--- src/hw/rtl/assert_macros.svh ---
// Assertion macros used by the controller of the ellipse plotter.
`ifndef ASSERT_MACROS_SVH
`define ASSERT_MACROS_SVH
`ifndef SYNTHESIS
`define MEP_ASSERT(label, clk, rst, prop, msg) \
   label: assert property (@(posedge clk) disable iff (rst) (prop)) else $error(msg);
`define MEP_ASSERT_NEXT(label, clk, rst, ante, cons, msg) \
   label: assert property (@(posedge clk) disable iff (rst) (ante) |=> (cons)) else $error(msg);
`else
`define MEP_ASSERT(label, clk, rst, prop, msg)
`define MEP_ASSERT_NEXT(label, clk, rst, ante, cons, msg)
`endif
`endif

--- src/hw/rtl/mep_pkg.sv ---
// Types, constants and command codes of the midpoint ellipse plotter.
package mep_pkg;

   localparam int COORD_BITS  = 8;
   localparam int SIZE_BITS   = 7;
   localparam int SIZE_LIMIT  = 63;
   localparam int MAX_RES     = 63;
   localparam int HALF_BITS   = 5;
   localparam int STEP_BITS   = 6;
   localparam int CNT_BITS    = 6;
   localparam int SQ_BITS     = 10;
   localparam int TERM_BITS   = 18;
   localparam int MUL_A_BITS  = 17;
   localparam int MUL_B_BITS  = 10;
   localparam int PROD_BITS   = 24;
   localparam int DEC_BITS    = 26;
   localparam int REQ_BITS    = 32;
   localparam int RSP_BITS    = 40;

   typedef enum logic [3:0] {
      OP_IDLE,
      OP_LOAD,
      OP_MUL_AA,
      OP_MUL_BB,
      OP_MUL_A2B,
      OP_INIT,
      OP_R1_STEP,
      OP_R2_MX,
      OP_R2_MY,
      OP_R2_MA2Y,
      OP_R2_MA2B2,
      OP_R2_FIN,
      OP_R2_STEP
   } dp_op_type;

   typedef enum logic [3:0] {
      S_IDLE,
      S_SQ_A,
      S_SQ_B,
      S_A2B,
      S_INIT,
      S_R1,
      S_R2_MX,
      S_R2_MY,
      S_R2_MA2Y,
      S_R2_MA2B2,
      S_R2_FIN,
      S_R2
   } ctrl_state_type;

   typedef struct packed {
      dp_op_type op;
      logic      emit;
      logic      last;
   } dp_cmd_type;

   typedef struct packed {
      logic zero_size;
      logic r1_more;
      logic y_more;
      logic slot_free;
   } dp_status_type;

endpackage

--- src/hw/rtl/mep_datapath.sv ---
// Datapath of the ellipse plotter: decision terms, shared multiplier and output register.
module mep_datapath (
   input  logic                              clock,
   input  logic                              reset,
   input  mep_pkg::dp_cmd_type               cmd,
   output mep_pkg::dp_status_type            status,
   input  logic [mep_pkg::REQ_BITS-1:0]      req_tdata,
   output logic                              rsp_tvalid,
   input  logic                              rsp_tready,
   output logic [mep_pkg::RSP_BITS-1:0]      rsp_tdata,
   output logic                              rsp_tlast
);

   localparam int CB = mep_pkg::COORD_BITS;
   localparam int DB = mep_pkg::DEC_BITS;
   localparam int TB = mep_pkg::TERM_BITS;

   // Command fields.
   logic [CB-1:0]                       req_cx;
   logic [CB-1:0]                       req_cy;
   logic signed [mep_pkg::SIZE_BITS-1:0] req_w;
   logic signed [mep_pkg::SIZE_BITS-1:0] req_h;
   logic [mep_pkg::SIZE_BITS-1:0]       w_abs;
   logic [mep_pkg::SIZE_BITS-1:0]       h_abs;
   logic [mep_pkg::SIZE_BITS-1:0]       w_mag;
   logic [mep_pkg::SIZE_BITS-1:0]       h_mag;
   logic [mep_pkg::HALF_BITS-1:0]       a_load;
   logic [mep_pkg::HALF_BITS-1:0]       b_load;
   logic [CB-1:0]                       cx_load;
   logic [CB-1:0]                       cy_load;

   // Walk state.
   logic [CB-1:0]                       centre_x_ff, centre_x_in;
   logic [CB-1:0]                       centre_y_ff, centre_y_in;
   logic [mep_pkg::HALF_BITS-1:0]       a_ff, a_in;
   logic [mep_pkg::HALF_BITS-1:0]       b_ff, b_in;
   logic [mep_pkg::SQ_BITS-1:0]         a2_ff, a2_in;
   logic [mep_pkg::SQ_BITS-1:0]         b2_ff, b2_in;
   logic [mep_pkg::STEP_BITS-1:0]       x_ff, x_in;
   logic [mep_pkg::STEP_BITS-1:0]       y_ff, y_in;
   logic signed [TB-1:0]                tx_ff, tx_in;
   logic signed [TB-1:0]                ty_ff, ty_in;
   logic signed [DB-1:0]                d_ff, d_in;
   logic [mep_pkg::PROD_BITS-1:0]       prod_ff, prod_in;
   logic [mep_pkg::CNT_BITS-1:0]        cnt_ff, cnt_in;
   logic [mep_pkg::CNT_BITS:0]          cnt_next;
   logic                                red_ff, red_in;
   logic                                green_ff, green_in;

   // Multiplier.
   logic [mep_pkg::MUL_A_BITS-1:0]                     mul_a;
   logic [mep_pkg::MUL_B_BITS-1:0]                     mul_b;
   logic [mep_pkg::MUL_A_BITS+mep_pkg::MUL_B_BITS-1:0] mul_full;
   logic [mep_pkg::STEP_BITS-1:0]                      y_dec;

   // Decision increments.
   logic signed [DB-1:0] a2_d, b2_d, tx_d, ty_d, prod_d;
   logic signed [DB-1:0] r1_dx, r1_dy, r2_dx, r2_dy, init_d;
   logic signed [TB-1:0] a2_t, b2_t;

   // Output register.
   logic                                rsp_valid_ff, rsp_valid_in;
   logic [mep_pkg::RSP_BITS-1:0]        rsp_data_ff, rsp_data_in;
   logic                                rsp_last_ff, rsp_last_in;

   assign req_cx = req_tdata[7:0];
   assign req_cy = req_tdata[15:8];
   assign req_w  = req_tdata[22:16];
   assign req_h  = req_tdata[29:23];

   // A negative size shifts the corner back by its magnitude.
   always_comb begin
      w_abs  = req_w[mep_pkg::SIZE_BITS-1] ? mep_pkg::SIZE_BITS'(-req_w) : req_w;
      h_abs  = req_h[mep_pkg::SIZE_BITS-1] ? mep_pkg::SIZE_BITS'(-req_h) : req_h;
      w_mag  = (w_abs > mep_pkg::SIZE_BITS'(mep_pkg::SIZE_LIMIT)) ?
               mep_pkg::SIZE_BITS'(mep_pkg::SIZE_LIMIT) : w_abs;
      h_mag  = (h_abs > mep_pkg::SIZE_BITS'(mep_pkg::SIZE_LIMIT)) ?
               mep_pkg::SIZE_BITS'(mep_pkg::SIZE_LIMIT) : h_abs;
      a_load = w_mag[mep_pkg::HALF_BITS:1];
      b_load = h_mag[mep_pkg::HALF_BITS:1];
      cx_load = req_w[mep_pkg::SIZE_BITS-1] ? (req_cx - CB'(w_mag)) : req_cx;
      cy_load = req_h[mep_pkg::SIZE_BITS-1] ? (req_cy - CB'(h_mag)) : req_cy;
   end

   assign y_dec = y_ff - mep_pkg::STEP_BITS'(1);

   // One multiplier shared by the setup and region-two entry sequences.
   always_comb begin
      mul_a = '0;
      mul_b = '0;
      unique case (cmd.op)
         mep_pkg::OP_MUL_AA: begin
            mul_a = mep_pkg::MUL_A_BITS'(a_ff);
            mul_b = mep_pkg::MUL_B_BITS'(a_ff);
         end
         mep_pkg::OP_MUL_BB: begin
            mul_a = mep_pkg::MUL_A_BITS'(b_ff);
            mul_b = mep_pkg::MUL_B_BITS'(b_ff);
         end
         mep_pkg::OP_MUL_A2B: begin
            mul_a = mep_pkg::MUL_A_BITS'(a2_ff);
            mul_b = mep_pkg::MUL_B_BITS'(b_ff);
         end
         mep_pkg::OP_R2_MX: begin
            mul_a = tx_ff[mep_pkg::MUL_A_BITS-1:0];
            mul_b = mep_pkg::MUL_B_BITS'({x_ff, 1'b1});
         end
         mep_pkg::OP_R2_MY: begin
            mul_a = mep_pkg::MUL_A_BITS'(y_dec);
            mul_b = mep_pkg::MUL_B_BITS'(y_dec);
         end
         mep_pkg::OP_R2_MA2Y: begin
            mul_a = mep_pkg::MUL_A_BITS'(a2_ff);
            mul_b = prod_ff[mep_pkg::MUL_B_BITS-1:0];
         end
         mep_pkg::OP_R2_MA2B2: begin
            mul_a = mep_pkg::MUL_A_BITS'(a2_ff);
            mul_b = mep_pkg::MUL_B_BITS'(b2_ff);
         end
         default: begin
            mul_a = '0;
            mul_b = '0;
         end
      endcase
      mul_full = mul_a * mul_b;
      prod_in  = mul_full[mep_pkg::PROD_BITS-1:0];
   end

   // tx tracks b2*(2x+1) and ty tracks a2*(2y-1); every increment is built from them.
   always_comb begin
      a2_d   = signed'(DB'(a2_ff));
      b2_d   = signed'(DB'(b2_ff));
      prod_d = signed'(DB'(prod_ff));
      tx_d   = DB'(tx_ff);
      ty_d   = DB'(ty_ff);
      a2_t   = signed'(TB'(a2_ff));
      b2_t   = signed'(TB'(b2_ff));
      r1_dx  = (tx_d + (b2_d <<< 1)) <<< 2;
      r1_dy  = (a2_d - ty_d) <<< 2;
      r2_dx  = (tx_d + b2_d) <<< 2;
      r2_dy  = ((a2_d <<< 1) - ty_d) <<< 2;
      init_d = (b2_d <<< 2) - (prod_d <<< 2) + a2_d;
   end

   assign cnt_next = {1'b0, cnt_ff} + (mep_pkg::CNT_BITS+1)'(1);

   always_comb begin
      centre_x_in = centre_x_ff;
      centre_y_in = centre_y_ff;
      a_in        = a_ff;
      b_in        = b_ff;
      a2_in       = a2_ff;
      b2_in       = b2_ff;
      x_in        = x_ff;
      y_in        = y_ff;
      tx_in       = tx_ff;
      ty_in       = ty_ff;
      d_in        = d_ff;
      cnt_in      = cmd.emit ? cnt_next[mep_pkg::CNT_BITS-1:0] : cnt_ff;
      red_in      = red_ff;
      green_in    = green_ff;
      unique case (cmd.op)
         mep_pkg::OP_LOAD: begin
            centre_x_in = cx_load + CB'(a_load);
            centre_y_in = cy_load + CB'(b_load);
            a_in        = a_load;
            b_in        = b_load;
            red_in      = req_tdata[30];
            green_in    = req_tdata[31];
         end
         mep_pkg::OP_MUL_BB: begin
            a2_in = prod_ff[mep_pkg::SQ_BITS-1:0];
         end
         mep_pkg::OP_MUL_A2B: begin
            b2_in = prod_ff[mep_pkg::SQ_BITS-1:0];
         end
         mep_pkg::OP_INIT: begin
            x_in   = '0;
            y_in   = mep_pkg::STEP_BITS'(b_ff);
            tx_in  = b2_t;
            ty_in  = signed'(TB'({prod_ff, 1'b0})) - a2_t;
            d_in   = init_d;
            cnt_in = '0;
         end
         mep_pkg::OP_R1_STEP: begin
            x_in  = x_ff + mep_pkg::STEP_BITS'(1);
            tx_in = tx_ff + (b2_t <<< 1);
            if (d_ff < 0) begin
               d_in = d_ff + r1_dx;
            end else begin
               d_in  = d_ff + r1_dx + r1_dy;
               y_in  = y_dec;
               ty_in = ty_ff - (a2_t <<< 1);
            end
         end
         mep_pkg::OP_R2_MY: begin
            d_in = prod_d;
         end
         mep_pkg::OP_R2_MA2B2: begin
            d_in = d_ff + (prod_d <<< 2);
         end
         mep_pkg::OP_R2_FIN: begin
            d_in = d_ff - (prod_d <<< 2);
         end
         mep_pkg::OP_R2_STEP: begin
            y_in  = y_dec;
            ty_in = ty_ff - (a2_t <<< 1);
            if (d_ff < 0) begin
               d_in  = d_ff + r2_dx + r2_dy;
               x_in  = x_ff + mep_pkg::STEP_BITS'(1);
               tx_in = tx_ff + (b2_t <<< 1);
            end else begin
               d_in = d_ff + r2_dy;
            end
         end
         default: begin
            d_in = d_ff;
         end
      endcase
   end

   always_comb begin
      status.zero_size = (req_w == '0) || (req_h == '0);
      status.r1_more   = (ty_ff > tx_ff) &&
                         (cnt_next < (mep_pkg::CNT_BITS+1)'(mep_pkg::MAX_RES));
      status.y_more    = (y_ff != '0) &&
                         (cnt_next < (mep_pkg::CNT_BITS+1)'(mep_pkg::MAX_RES));
      status.slot_free = !rsp_valid_ff || rsp_tready;
   end

   // The four mirrored points of the current step.
   always_comb begin
      rsp_data_in = rsp_data_ff;
      rsp_last_in = rsp_last_ff;
      if (cmd.emit) begin
         rsp_data_in = {6'b0, green_ff, red_ff,
                        centre_y_ff + CB'(y_ff),
                        centre_y_ff - CB'(y_ff),
                        centre_x_ff - CB'(x_ff),
                        centre_x_ff + CB'(x_ff)};
         rsp_last_in = cmd.last;
      end
      if (cmd.emit) begin
         rsp_valid_in = 1'b1;
      end else if (rsp_tready) begin
         rsp_valid_in = 1'b0;
      end else begin
         rsp_valid_in = rsp_valid_ff;
      end
   end

   always_ff @(posedge clock) begin
      if (reset) begin
         rsp_valid_ff <= 1'b0;
         cnt_ff       <= '0;
      end else begin
         rsp_valid_ff <= rsp_valid_in;
         cnt_ff       <= cnt_in;
      end
   end

   always_ff @(posedge clock) begin
      centre_x_ff <= centre_x_in;
      centre_y_ff <= centre_y_in;
      a_ff        <= a_in;
      b_ff        <= b_in;
      a2_ff       <= a2_in;
      b2_ff       <= b2_in;
      x_ff        <= x_in;
      y_ff        <= y_in;
      tx_ff       <= tx_in;
      ty_ff       <= ty_in;
      d_ff        <= d_in;
      prod_ff     <= prod_in;
      red_ff      <= red_in;
      green_ff    <= green_in;
      rsp_data_ff <= rsp_data_in;
      rsp_last_ff <= rsp_last_in;
   end

   assign rsp_tvalid = rsp_valid_ff;
   assign rsp_tdata  = rsp_data_ff;
   assign rsp_tlast  = rsp_last_ff;

endmodule

--- src/hw/rtl/mep_ctrl.sv ---
// Controller state machine that sequences the setup, the two regions and the output.
`include "assert_macros.svh"

module mep_ctrl (
   input  logic                   clock,
   input  logic                   reset,
   input  logic                   req_tvalid,
   output logic                   req_tready,
   input  mep_pkg::dp_status_type status,
   output mep_pkg::dp_cmd_type    cmd
);

   mep_pkg::ctrl_state_type state_ff, state_in;

   always_ff @(posedge clock) begin
      if (reset) begin
         state_ff <= mep_pkg::S_IDLE;
      end else begin
         state_ff <= state_in;
      end
   end

   always_comb begin
      state_in   = state_ff;
      req_tready = 1'b0;
      cmd.op     = mep_pkg::OP_IDLE;
      cmd.emit   = 1'b0;
      cmd.last   = 1'b0;
      unique case (state_ff)
         mep_pkg::S_IDLE: begin
            req_tready = 1'b1;
            if (req_tvalid) begin
               cmd.op = mep_pkg::OP_LOAD;
               // A zero size yields no points at all.
               if (!status.zero_size) begin
                  state_in = mep_pkg::S_SQ_A;
               end
            end
         end
         mep_pkg::S_SQ_A: begin
            cmd.op   = mep_pkg::OP_MUL_AA;
            state_in = mep_pkg::S_SQ_B;
         end
         mep_pkg::S_SQ_B: begin
            cmd.op   = mep_pkg::OP_MUL_BB;
            state_in = mep_pkg::S_A2B;
         end
         mep_pkg::S_A2B: begin
            cmd.op   = mep_pkg::OP_MUL_A2B;
            state_in = mep_pkg::S_INIT;
         end
         mep_pkg::S_INIT: begin
            cmd.op   = mep_pkg::OP_INIT;
            state_in = mep_pkg::S_R1;
         end
         mep_pkg::S_R1: begin
            if (!status.r1_more && status.y_more) begin
               // The last region-one point goes out from S_R2, which sends before it steps.
               state_in = mep_pkg::S_R2_MX;
            end else if (status.slot_free) begin
               cmd.emit = 1'b1;
               cmd.last = !status.r1_more;
               if (status.r1_more) begin
                  cmd.op = mep_pkg::OP_R1_STEP;
               end else begin
                  state_in = mep_pkg::S_IDLE;
               end
            end
         end
         mep_pkg::S_R2_MX: begin
            cmd.op   = mep_pkg::OP_R2_MX;
            state_in = mep_pkg::S_R2_MY;
         end
         mep_pkg::S_R2_MY: begin
            cmd.op   = mep_pkg::OP_R2_MY;
            state_in = mep_pkg::S_R2_MA2Y;
         end
         mep_pkg::S_R2_MA2Y: begin
            cmd.op   = mep_pkg::OP_R2_MA2Y;
            state_in = mep_pkg::S_R2_MA2B2;
         end
         mep_pkg::S_R2_MA2B2: begin
            cmd.op   = mep_pkg::OP_R2_MA2B2;
            state_in = mep_pkg::S_R2_FIN;
         end
         mep_pkg::S_R2_FIN: begin
            cmd.op   = mep_pkg::OP_R2_FIN;
            state_in = mep_pkg::S_R2;
         end
         mep_pkg::S_R2: begin
            if (status.slot_free) begin
               cmd.emit = 1'b1;
               cmd.last = !status.y_more;
               if (status.y_more) begin
                  cmd.op = mep_pkg::OP_R2_STEP;
               end else begin
                  state_in = mep_pkg::S_IDLE;
               end
            end
         end
         default: begin
            state_in = mep_pkg::S_IDLE;
         end
      endcase
   end

   `MEP_ASSERT(a_emit_slot, clock, reset, cmd.emit |-> status.slot_free,
               "point emitted into a full output register")
   `MEP_ASSERT_NEXT(a_last_idle, clock, reset, cmd.emit && cmd.last,
                    state_ff == mep_pkg::S_IDLE, "controller not idle after the last point")
   `MEP_ASSERT(a_step_emit, clock, reset,
               (cmd.op == mep_pkg::OP_R1_STEP || cmd.op == mep_pkg::OP_R2_STEP) |-> cmd.emit,
               "walk advanced without emitting its point")

endmodule

--- src/hw/rtl/midpoint_ellipse_plotter.sv ---
// The first point is registered out after the setup states S_SQ_A, S_SQ_B, S_A2B and S_INIT.
// Points follow one per cycle while the output is taken, except where the walk enters region two,
// which passes through S_R2_MX, S_R2_MY, S_R2_MA2Y, S_R2_MA2B2 and S_R2_FIN; the setup
// multiplies run in S_SQ_A, S_SQ_B and S_A2B before the first point.
// A command of zero size is taken and yields no point.
// Synchronous active-high reset idles the controller and empties the output register.
module midpoint_ellipse_plotter (
   input  logic                              clock,
   input  logic                              reset,
   input  logic                              req_tvalid,
   output logic                              req_tready,
   // corner_x[7:0], corner_y[15:8], box_width[22:16], box_height[29:23],
   // red_on[30], green_on[31]
   input  logic [mep_pkg::REQ_BITS-1:0]      req_tdata,
   output logic                              rsp_tvalid,
   input  logic                              rsp_tready,
   // x_plus[7:0], x_minus[15:8], y_minus[23:16], y_plus[31:24],
   // red_out[32], green_out[33], zero[39:34]
   output logic [mep_pkg::RSP_BITS-1:0]      rsp_tdata,
   output logic                              rsp_tlast
);

   mep_pkg::dp_cmd_type    cmd;
   mep_pkg::dp_status_type status;

   mep_ctrl u_ctrl (
      .clock      (clock),
      .reset      (reset),
      .req_tvalid (req_tvalid),
      .req_tready (req_tready),
      .status     (status),
      .cmd        (cmd)
   );

   mep_datapath u_datapath (
      .clock      (clock),
      .reset      (reset),
      .cmd        (cmd),
      .status     (status),
      .req_tdata  (req_tdata),
      .rsp_tvalid (rsp_tvalid),
      .rsp_tready (rsp_tready),
      .rsp_tdata  (rsp_tdata),
      .rsp_tlast  (rsp_tlast)
   );

endmodule
--- config.mk ---
export PLATFORM = sky130hd
export DESIGN_NAME = midpoint_ellipse_plotter
export DESIGN_NICKNAME = d
export VERILOG_FILES = /design/src/hw/rtl/mep_pkg.sv /design/src/hw/rtl/mep_datapath.sv /design/src/hw/rtl/mep_ctrl.sv /design/src/hw/rtl/midpoint_ellipse_plotter.sv
export VERILOG_INCLUDE_DIRS = /design/src /design/src/hw/rtl
export SDC_FILE = /design/constraint.sdc
export NUM_CORES = 1
export LEC_CHECK = 0
export BUFFER_PORTS_ARGS = -buffer_cell sky130_fd_sc_hd__buf_2
export CELL_PAD_IN_SITES_DETAIL_PLACEMENT = 0
export CELL_PAD_IN_SITES_GLOBAL_PLACEMENT = 1
export CORE_MARGIN = 4
export CORE_UTILIZATION = 45
export DETAILED_ROUTE_END_ITERATION = 6
export PLACE_DENSITY_LB_ADDON = 0.1
export SYNTH_ARGS = -nofsm -noshare
export SYNTH_HDL_FRONTEND = slang
export SYNTH_SLANG_ARGS = --single-unit
--- constraint.sdc ---
create_clock -name clock -period 6.7 [get_ports clock]
set_clock_uncertainty 0.05 [all_clocks]
set_input_delay 1.005 -clock clock [delete_from_list [all_inputs] [get_ports clock]]
set_output_delay 1.005 -clock clock [all_outputs]
set_load 0.1 [all_outputs]
==> results of run 1 <==
## layer usage
metal / part of all wire / vias to the layer above / GRT usage / wire length [um]
met5: 0 / - / 0 / 0
met1: 0.47 / 11230 / 0.4142 / 40730
li1: - / 10770 / - / -
met4: 0.019 / 0 / 0.06056 / 1615
met2: 0.45 / 696 / 0.4544 / 38640
met3: 0.063 / 86 / 0.04077 / 5455
## synthesized netlist by cell type, drive strengths merged (36+ instances only)
master | n | share of area
inv | 327 | 0.048
ha | 309 | 0.15
nor2 | 289 | 0.042
nand2 | 249 | 0.037
a21oi | 226 | 0.044
xnor2 | 199 | 0.068
fa | 166 | 0.13
edfxtp | 153 | 0.18
o21ai | 145 | 0.028
xor2 | 100 | 0.034
nand3 | 70 | 0.014
clkbuf | 68 | 0.010
a21o | 64 | 0.019
nor3 | 64 | 0.012
nor2b | 41 | 0.010
o21bai | 39 | 0.011
nand2b | 36 | 0.0093
## critical path: stages, from the launching register on
cell and delay, ns:
edfxtp_1 0.41, ha_1 0.34, a211oi_2 0.27, nor2_2 0.10
nor4_4 0.34, nor4_2 0.11, a2111oi_2 0.38, o21ba_2 0.25
nand2b_1 0.15, xnor2_2 0.18, ha_2 0.38, nand2_1 0.10
nand2_1 0.08, o41a_1 0.42, and3_1 0.24, a211o_1 0.31
xor2_1 0.16, ha_1 0.36, inv_1 0.10, o31a_2 0.39
o21ai_0 0.26, xor2_1 0.16, a221o_1 0.35, a221oi_1 0.24
a32oi_1 0.15
## repair_timing
action / CTS / global route
gates cloned: 0 / 1
endpoints found under the setup margin: 12 / 19
resized for setup: 9 / 61
buffers inserted: 0 / 10
pin swaps: 1 / 19
## area by class of cell
cell class | count | area [um2]
fillers | 5452 | 27630
multi-input cells | 2418 | 19240
flip-flops and latches | 188 | 5296
repair buffers | 221 | 1555
inverters | 327 | 1227
well taps | 756 | 945.9
clock buffers | 18 | 429.2
clock inverters | 14 | 167.7
## state kept, by name, summed over array words and instances (netlist names), 4 cells and up
signal	count
u_datapath.prod_ff	24
u_datapath.rsp_tdata	32
u_ctrl.state_ff	4
u_datapath.centre_x_ff	8
u_datapath.b2_ff	10
u_datapath.cnt_ff	6
u_datapath.a2_ff	10
u_datapath.a_ff	5
u_datapath.d_ff	24
u_datapath.b_ff	5
u_datapath.centre_y_ff	8
u_datapath.x_ff	6
u_datapath.y_ff	6
u_datapath.tx_ff	18
u_datapath.ty_ff	18
## metrics by stage
stage | worst slack [ns] | std cells | util | area [um2] | setup TNS, ns
final | 0.1515 | 3942 | 0.5110 | 28870 | 0
after global routing | -0.09044 | 3942 | 0.5110 | 28870 | -0.2038
after CTS | -0.05881 | 3931 | 0.5048 | 28520 | -0.1005
after detailed placement | -0.2423 | 3899 | 0.4935 | 27880 | -0.9645
after global placement | -0.1779 | 3899 | 0.4935 | 27880 | -0.3963
after floorplan | 0.1989 | 3023 | - | 25830 | 0
## final timing paths
check	endpoint	slack [ns]	cells past startpoint
setup / recovery	u_datapath.d_ff[22]$_DFFE_PP_	0.15	24
hold / removal	u_datapath.rsp_tdata[33]$_DFFE_PP_	0.38	0
setup reg to reg	u_datapath.d_ff[22]$_DFFE_PP_	0.15	24
hold reg to reg	u_datapath.rsp_tdata[33]$_DFFE_PP_	0.38	0
## report_power, final
| group | leakage [nW] | internal (mW) | switching, mW |
|---|---|---|---|
| combinational | 11.0 | 1.46 | 2.11 |
| sequential | 1.68 | 1.41 | 0.115 |
| clock | 0.295 | 0.538 | 0.580 |
| total | 13.0 | 3.42 | 2.81 |
## cells by family after synthesis
| logic type | Yosys count | share of synthesized area |
|---|---|---|
| muxes | 25 | 0.01055 |
| xor gates and xnor gates | 299 | 0.1017 |
| DFF | 188 | 0.2057 |
| buffers and inverters | 417 | 0.06251 |
| AOI/OAI and AO/OA | 730 | 0.1848 |
| and+or+nand+nor | 866 | 0.1551 |
| adders and majority gates | 475 | 0.2793 |
| other | 2 | 0.0002917 |
==> metrics.cfg, run 1 <==
[outcome]
outcome=finished, final reports clean

[global_route]
grt_max_degree=54
grt_pass1_vias=22950
grt_pass1_wl_um=133300
grt_overflow=0
grt_usage=0.2855
grt_antenna_before_repair=0

[layout]
drive_above_1_share=0.1099
finalNetCount=3684
antennaDiodeCount=0
layout_common_cells=327 x inv_1, 303 x ha_1, 282 x nor2_1
syn_to_final_growth_pct=12.14
layout_commonest_cell=inv_1

[job]
drv_cap=0

[logic_synthesis]
synth_seq_area_share=0.2057
synth-seq-cells=188
yosysWarningCount=0
syn_area_per_cell_um2=8.575
synth_cell_types=93
synthArstFlopShare=0
synth-edff-count=153
ys.flop_type=edfxtp_1
synthCells=3002
synthesis.area_um2=25740

[worst_setup_path]
crit_fanout=6
arrival_ns=6.73
critPathLaunch=u_datapath.tx_ff[2]$_DFFE_PP_
start_kind=flop
crit_required_ns=6.89
end_kind=flop
crit_type=reg -> reg
r2r-start=u_datapath.tx_ff[2]$_DFFE_PP_

[routing]
dr.pass1.iters=5
vias=22780
routedWlPerCell_um=21.93
drtIter0Drc=1994
drt_wl_total_um=86440
drcViolationCount=0
vias_per_cell=5.778
ant_nets=0

[floorplan]
ios=79
fp.dieArea_um2=61100
die_h_um=247.2
core_region_area_um2=56500
rows=87
dieWidth_um=247.2
start_util=0.4557

[cts]
clk_pin_slew_ns=0.10
cts_max_path_buffers=2
clk_latency_ns=0.50
cts_buffers=17
clkSinkCount=188
hold_buffers=0
cts_max_level=4
root_buffer=clkbuf_16
cts_tree=done

[timing]
setup_viol=0
finalHoldViolCount=0
finalCritPeriodShare=0.9774
worst_hold_slack_ns=0.3771
slew_headroom=0.3295
finalCriticalPeriod_ns=6.549
fmax_mhz=152.7
report.final.slew_viol_count=0
worstMarginPinSlew_ns=1.002

[worst_hold_path]
min_from=u_datapath.green_ff$_DFFE_PN_
hold_class=reg -> reg

[pwr]
irDropWorstVdd_uv=178.5
power.leakage_nw=13.02
power_density_nw_per_um2=215.5
p_total_mw=6.222

[place]
hpwl_um=70940
io_buffer_count=72
gp_congestion=0.9613

Power figures use the tool's default switching activity.
==> inputs of run 2 (changes only) <==
- CTS_CLUSTER_DIAMETER: default -> 200
- SLEW_MARGIN: default -> 10
- SYNTH_HIERARCHICAL: default -> 1
==> run 2 against run 1 <==
Net effect:
- the run now ends with setup timing left
- wire length is 5.3% higher
- power is 66% higher
- maximum frequency is 21% lower
- critical path type unchanged
- highest routed layer is now met5
==> metrics.cfg, run 2 <==
[outcome]
outcome=finished with violations
violations=setup timing

[floorplan]
ios=79  ; unchanged
start_util=0.4574  ; +0.001741
fp.dieArea_um2=61670  ; +0.93%
die_h_um=248.3  ; +0.47%
dieWidth_um=248.3  ; +0.47%
rows=87  ; unchanged
core_region_area_um2=56820  ; +0.58%

[pwr]
p_total_mw=10.34  ; +66%
power_density_nw_per_um2=326.2  ; +51%
irDropWorstVdd_uv=317.6  ; +78%
power.leakage_nw=14.62  ; +12%

[worst_setup_path]
crit_fanout=7  ; +1
arrival_ns=8.65  ; +1.92 ns
crit_required_ns=7.05  ; +0.16 ns
end_kind=flop
crit_top_cell=fa_1
crit_type=reg -> reg
crit_slowest_cell=fa_1
max_stage_delay_ns=0.50  ; +0.08 ns
start_kind=flop

[logic_synthesis]
yosys.area.top_type=edfxtp_1
synthesis.area_um2=25990  ; +0.96%
ys.flop_type=edfxtp_1
yosysWarningCount=6  ; +6
synth_cell_types=90  ; -3.2%
synthArstFlopShare=0  ; unchanged
synthMostInstantiatedCell=inv_1
synth_seq_area_share=0.2037  ; -0.001961
synthTopCellsByArea=edfxtp_1 18%, ha_1 15%, fa_1 13%
synthCells=3041  ; +1.3%
synth_top_area_share=0.1768  ; -0.001701
synth-edff-count=153  ; unchanged
syn_area_per_cell_um2=8.547  ; -0.33%
synth-seq-cells=188  ; unchanged
ys_top_cells_by_count=379 x inv_1, 308 x ha_1, 264 x nor2_1

[place]
pre_cts_slack_ns=-1.761  ; -1.519 ns
gp_congestion=0.9924  ; +3.2%
hpwl_um=75370  ; +6.2%
io_buffer_count=72  ; unchanged
placed_area_um2=29940  ; +7.4%

[layout]
antennaDiodeCount=0  ; unchanged
finalNetCount=3974  ; +7.9%
design_area_um2=31700  ; +9.8%
syn_to_final_growth_pct=21.97
drive_above_1_share=0.2019  ; +0.09204
layout_common_cells=382 x buf_4, 367 x inv_1, 291 x ha_1
fillers=5274  ; -3.3%
fin_util=0.5579  ; +0.04692
largest_register_ffs=32  ; unchanged
layout_commonest_cell=buf_4

[timing]
finalCritPeriodShare=1.238  ; +0.2607
fmax_mhz=120.6  ; -21%
finalHoldViolCount=0  ; unchanged
worstMarginPinSlew_ns=1.085  ; +0.08289 ns
slew_headroom=0.2760  ; -0.05357
setup_viol=18  ; +18
layout_setup_ws_ns=-1.595  ; -1.747 ns
report.final.slew_viol_count=0  ; unchanged
worst_hold_slack_ns=0.3984  ; +0.02128 ns
grt_setup_unrepaired=true
finalCriticalPeriod_ns=8.295  ; +1.747 ns

[global_route]
grt_overflow=0  ; unchanged
busiest_layer=met2
grt_use_met2=0.4873  ; +0.03283
gr-usage-met1=0.3986  ; -0.01561
grt_use_met3=0.05059  ; +0.009820
grt_antenna_before_repair=1  ; +1
grt_pass1_vias=24420  ; +6.4%
grt_max_degree=38  ; -30%
grt_pass1_wl_um=139400  ; +4.6%
grt_usage=0.2967  ; +0.01123

[job]
drv_cap=0  ; unchanged

[routing]
routedWlPerCell_um=21.51  ; -1.9%
vias=24250  ; +6.5%
ant_nets=0  ; unchanged
drcViolationCount=0  ; unchanged
dr.pass1.iters=7  ; +2
drt_wl_total_um=91060  ; +5.3%
drtIter0Drc=1938  ; -2.8%
vias_per_cell=5.729  ; -0.85%

[worst_hold_path]
hold_class=reg -> reg

[cts]
cts_buffers=17  ; unchanged
cts_max_path_buffers=2  ; unchanged
root_buffer=clkbuf_16
clk_pin_slew_ns=0.09  ; about the same
cts_max_level=4  ; unchanged
clk_latency_ns=0.50  ; about the same
clkSinkCount=188  ; unchanged
hold_buffers=0  ; unchanged
cts_tree=done

run 2: power by group:
part           total [mW]  internal [mW]  switching (mW)
Combinational        7.51           3.21            4.30
Clock                1.12          0.522           0.601
Sequential           1.70           1.51           0.194
run 2: repair_timing:
action,CTS,global route
setup endpoints to repair,27,29
gates resized for setup,98,88
setup buffers,31,25
pin swaps,77,74
run 2: path summary, 6_finish.rpt:
check / start / end / slack [ns] / cells past startpoint
setup / recovery: u_datapath/ty_ff[3]$_DFFE_PP_ / u_datapath/prod_ff[23]$_DFF_P_ / -1.60 / 39
hold / removal: u_datapath/green_ff$_DFFE_PN_ / u_datapath/rsp_tdata[33]$_DFFE_PP_ / 0.40 / 0
setup reg to reg: u_datapath/ty_ff[3]$_DFFE_PP_ / u_datapath/prod_ff[23]$_DFF_P_ / -1.60 / 39
hold reg to reg: u_datapath/green_ff$_DFFE_PN_ / u_datapath/rsp_tdata[33]$_DFFE_PP_ / 0.40 / 0
run 2: routing by layer:
metal | share of wire | vias to the layer above | wire [um]
li1 | - | 11430 | -
met1 | 0.43 | 11810 | 39490
met2 | 0.46 | 836 | 41920
met3 | 0.070 | 180 | 6378
met4 | 0.036 | 2 | 3259
met5 | 0.00014 | - | 13
run 2: logic make-up after synthesis:
| logic type | share of synthesized area |
|---|---|
| AOI/OAI and AO/OA | 0.1883 |
| xor gates and xnor gates | 0.09773 |
| adders and majority gates | 0.2765 |
| buffers and inverters | 0.07202 |
| DFF | 0.2037 |
| muxes | 0.009195 |
| other | 0.0002890 |
| and+or+nand+nor | 0.1522 |
run 2: per-stage QoR:
step / instances / setup TNS (ns)
after global placement: 4156 / -22.38
after floorplan: 3062 / -12.47
after CTS: 4216 / -21.10
after detailed placement: 4156 / -25.79
final: 4233 / -20.22
after global routing: 4233 / -25.32
run 2: final cells by class:
class / instances / area (um2) / share of cell area
tap: 756 / 945.9 / 0.02984
clock buffer: 17 / 425.4 / 0.01342
sequential: 188 / 5295 / 0.1670
inverter: 379 / 1425 / 0.04496
timing repair buffer: 475 / 3473 / 0.1096
multi-input combinational: 2403 / 19920 / 0.6283
clock inverter: 15 / 216.5 / 0.006829
run 2: critical path, delay by kind of cell (launching register included):
family | cells | cell delay [ns]
AOI/OAI and AO/OA | 18 | 3.33
xor gates and xnor gates | 1 | 0.14
buffers and inverters | 5 | 0.34
and+or+nand+nor | 8 | 1.12
DFF | 1 | 0.40
adders and majority gates | 7 | 2.82
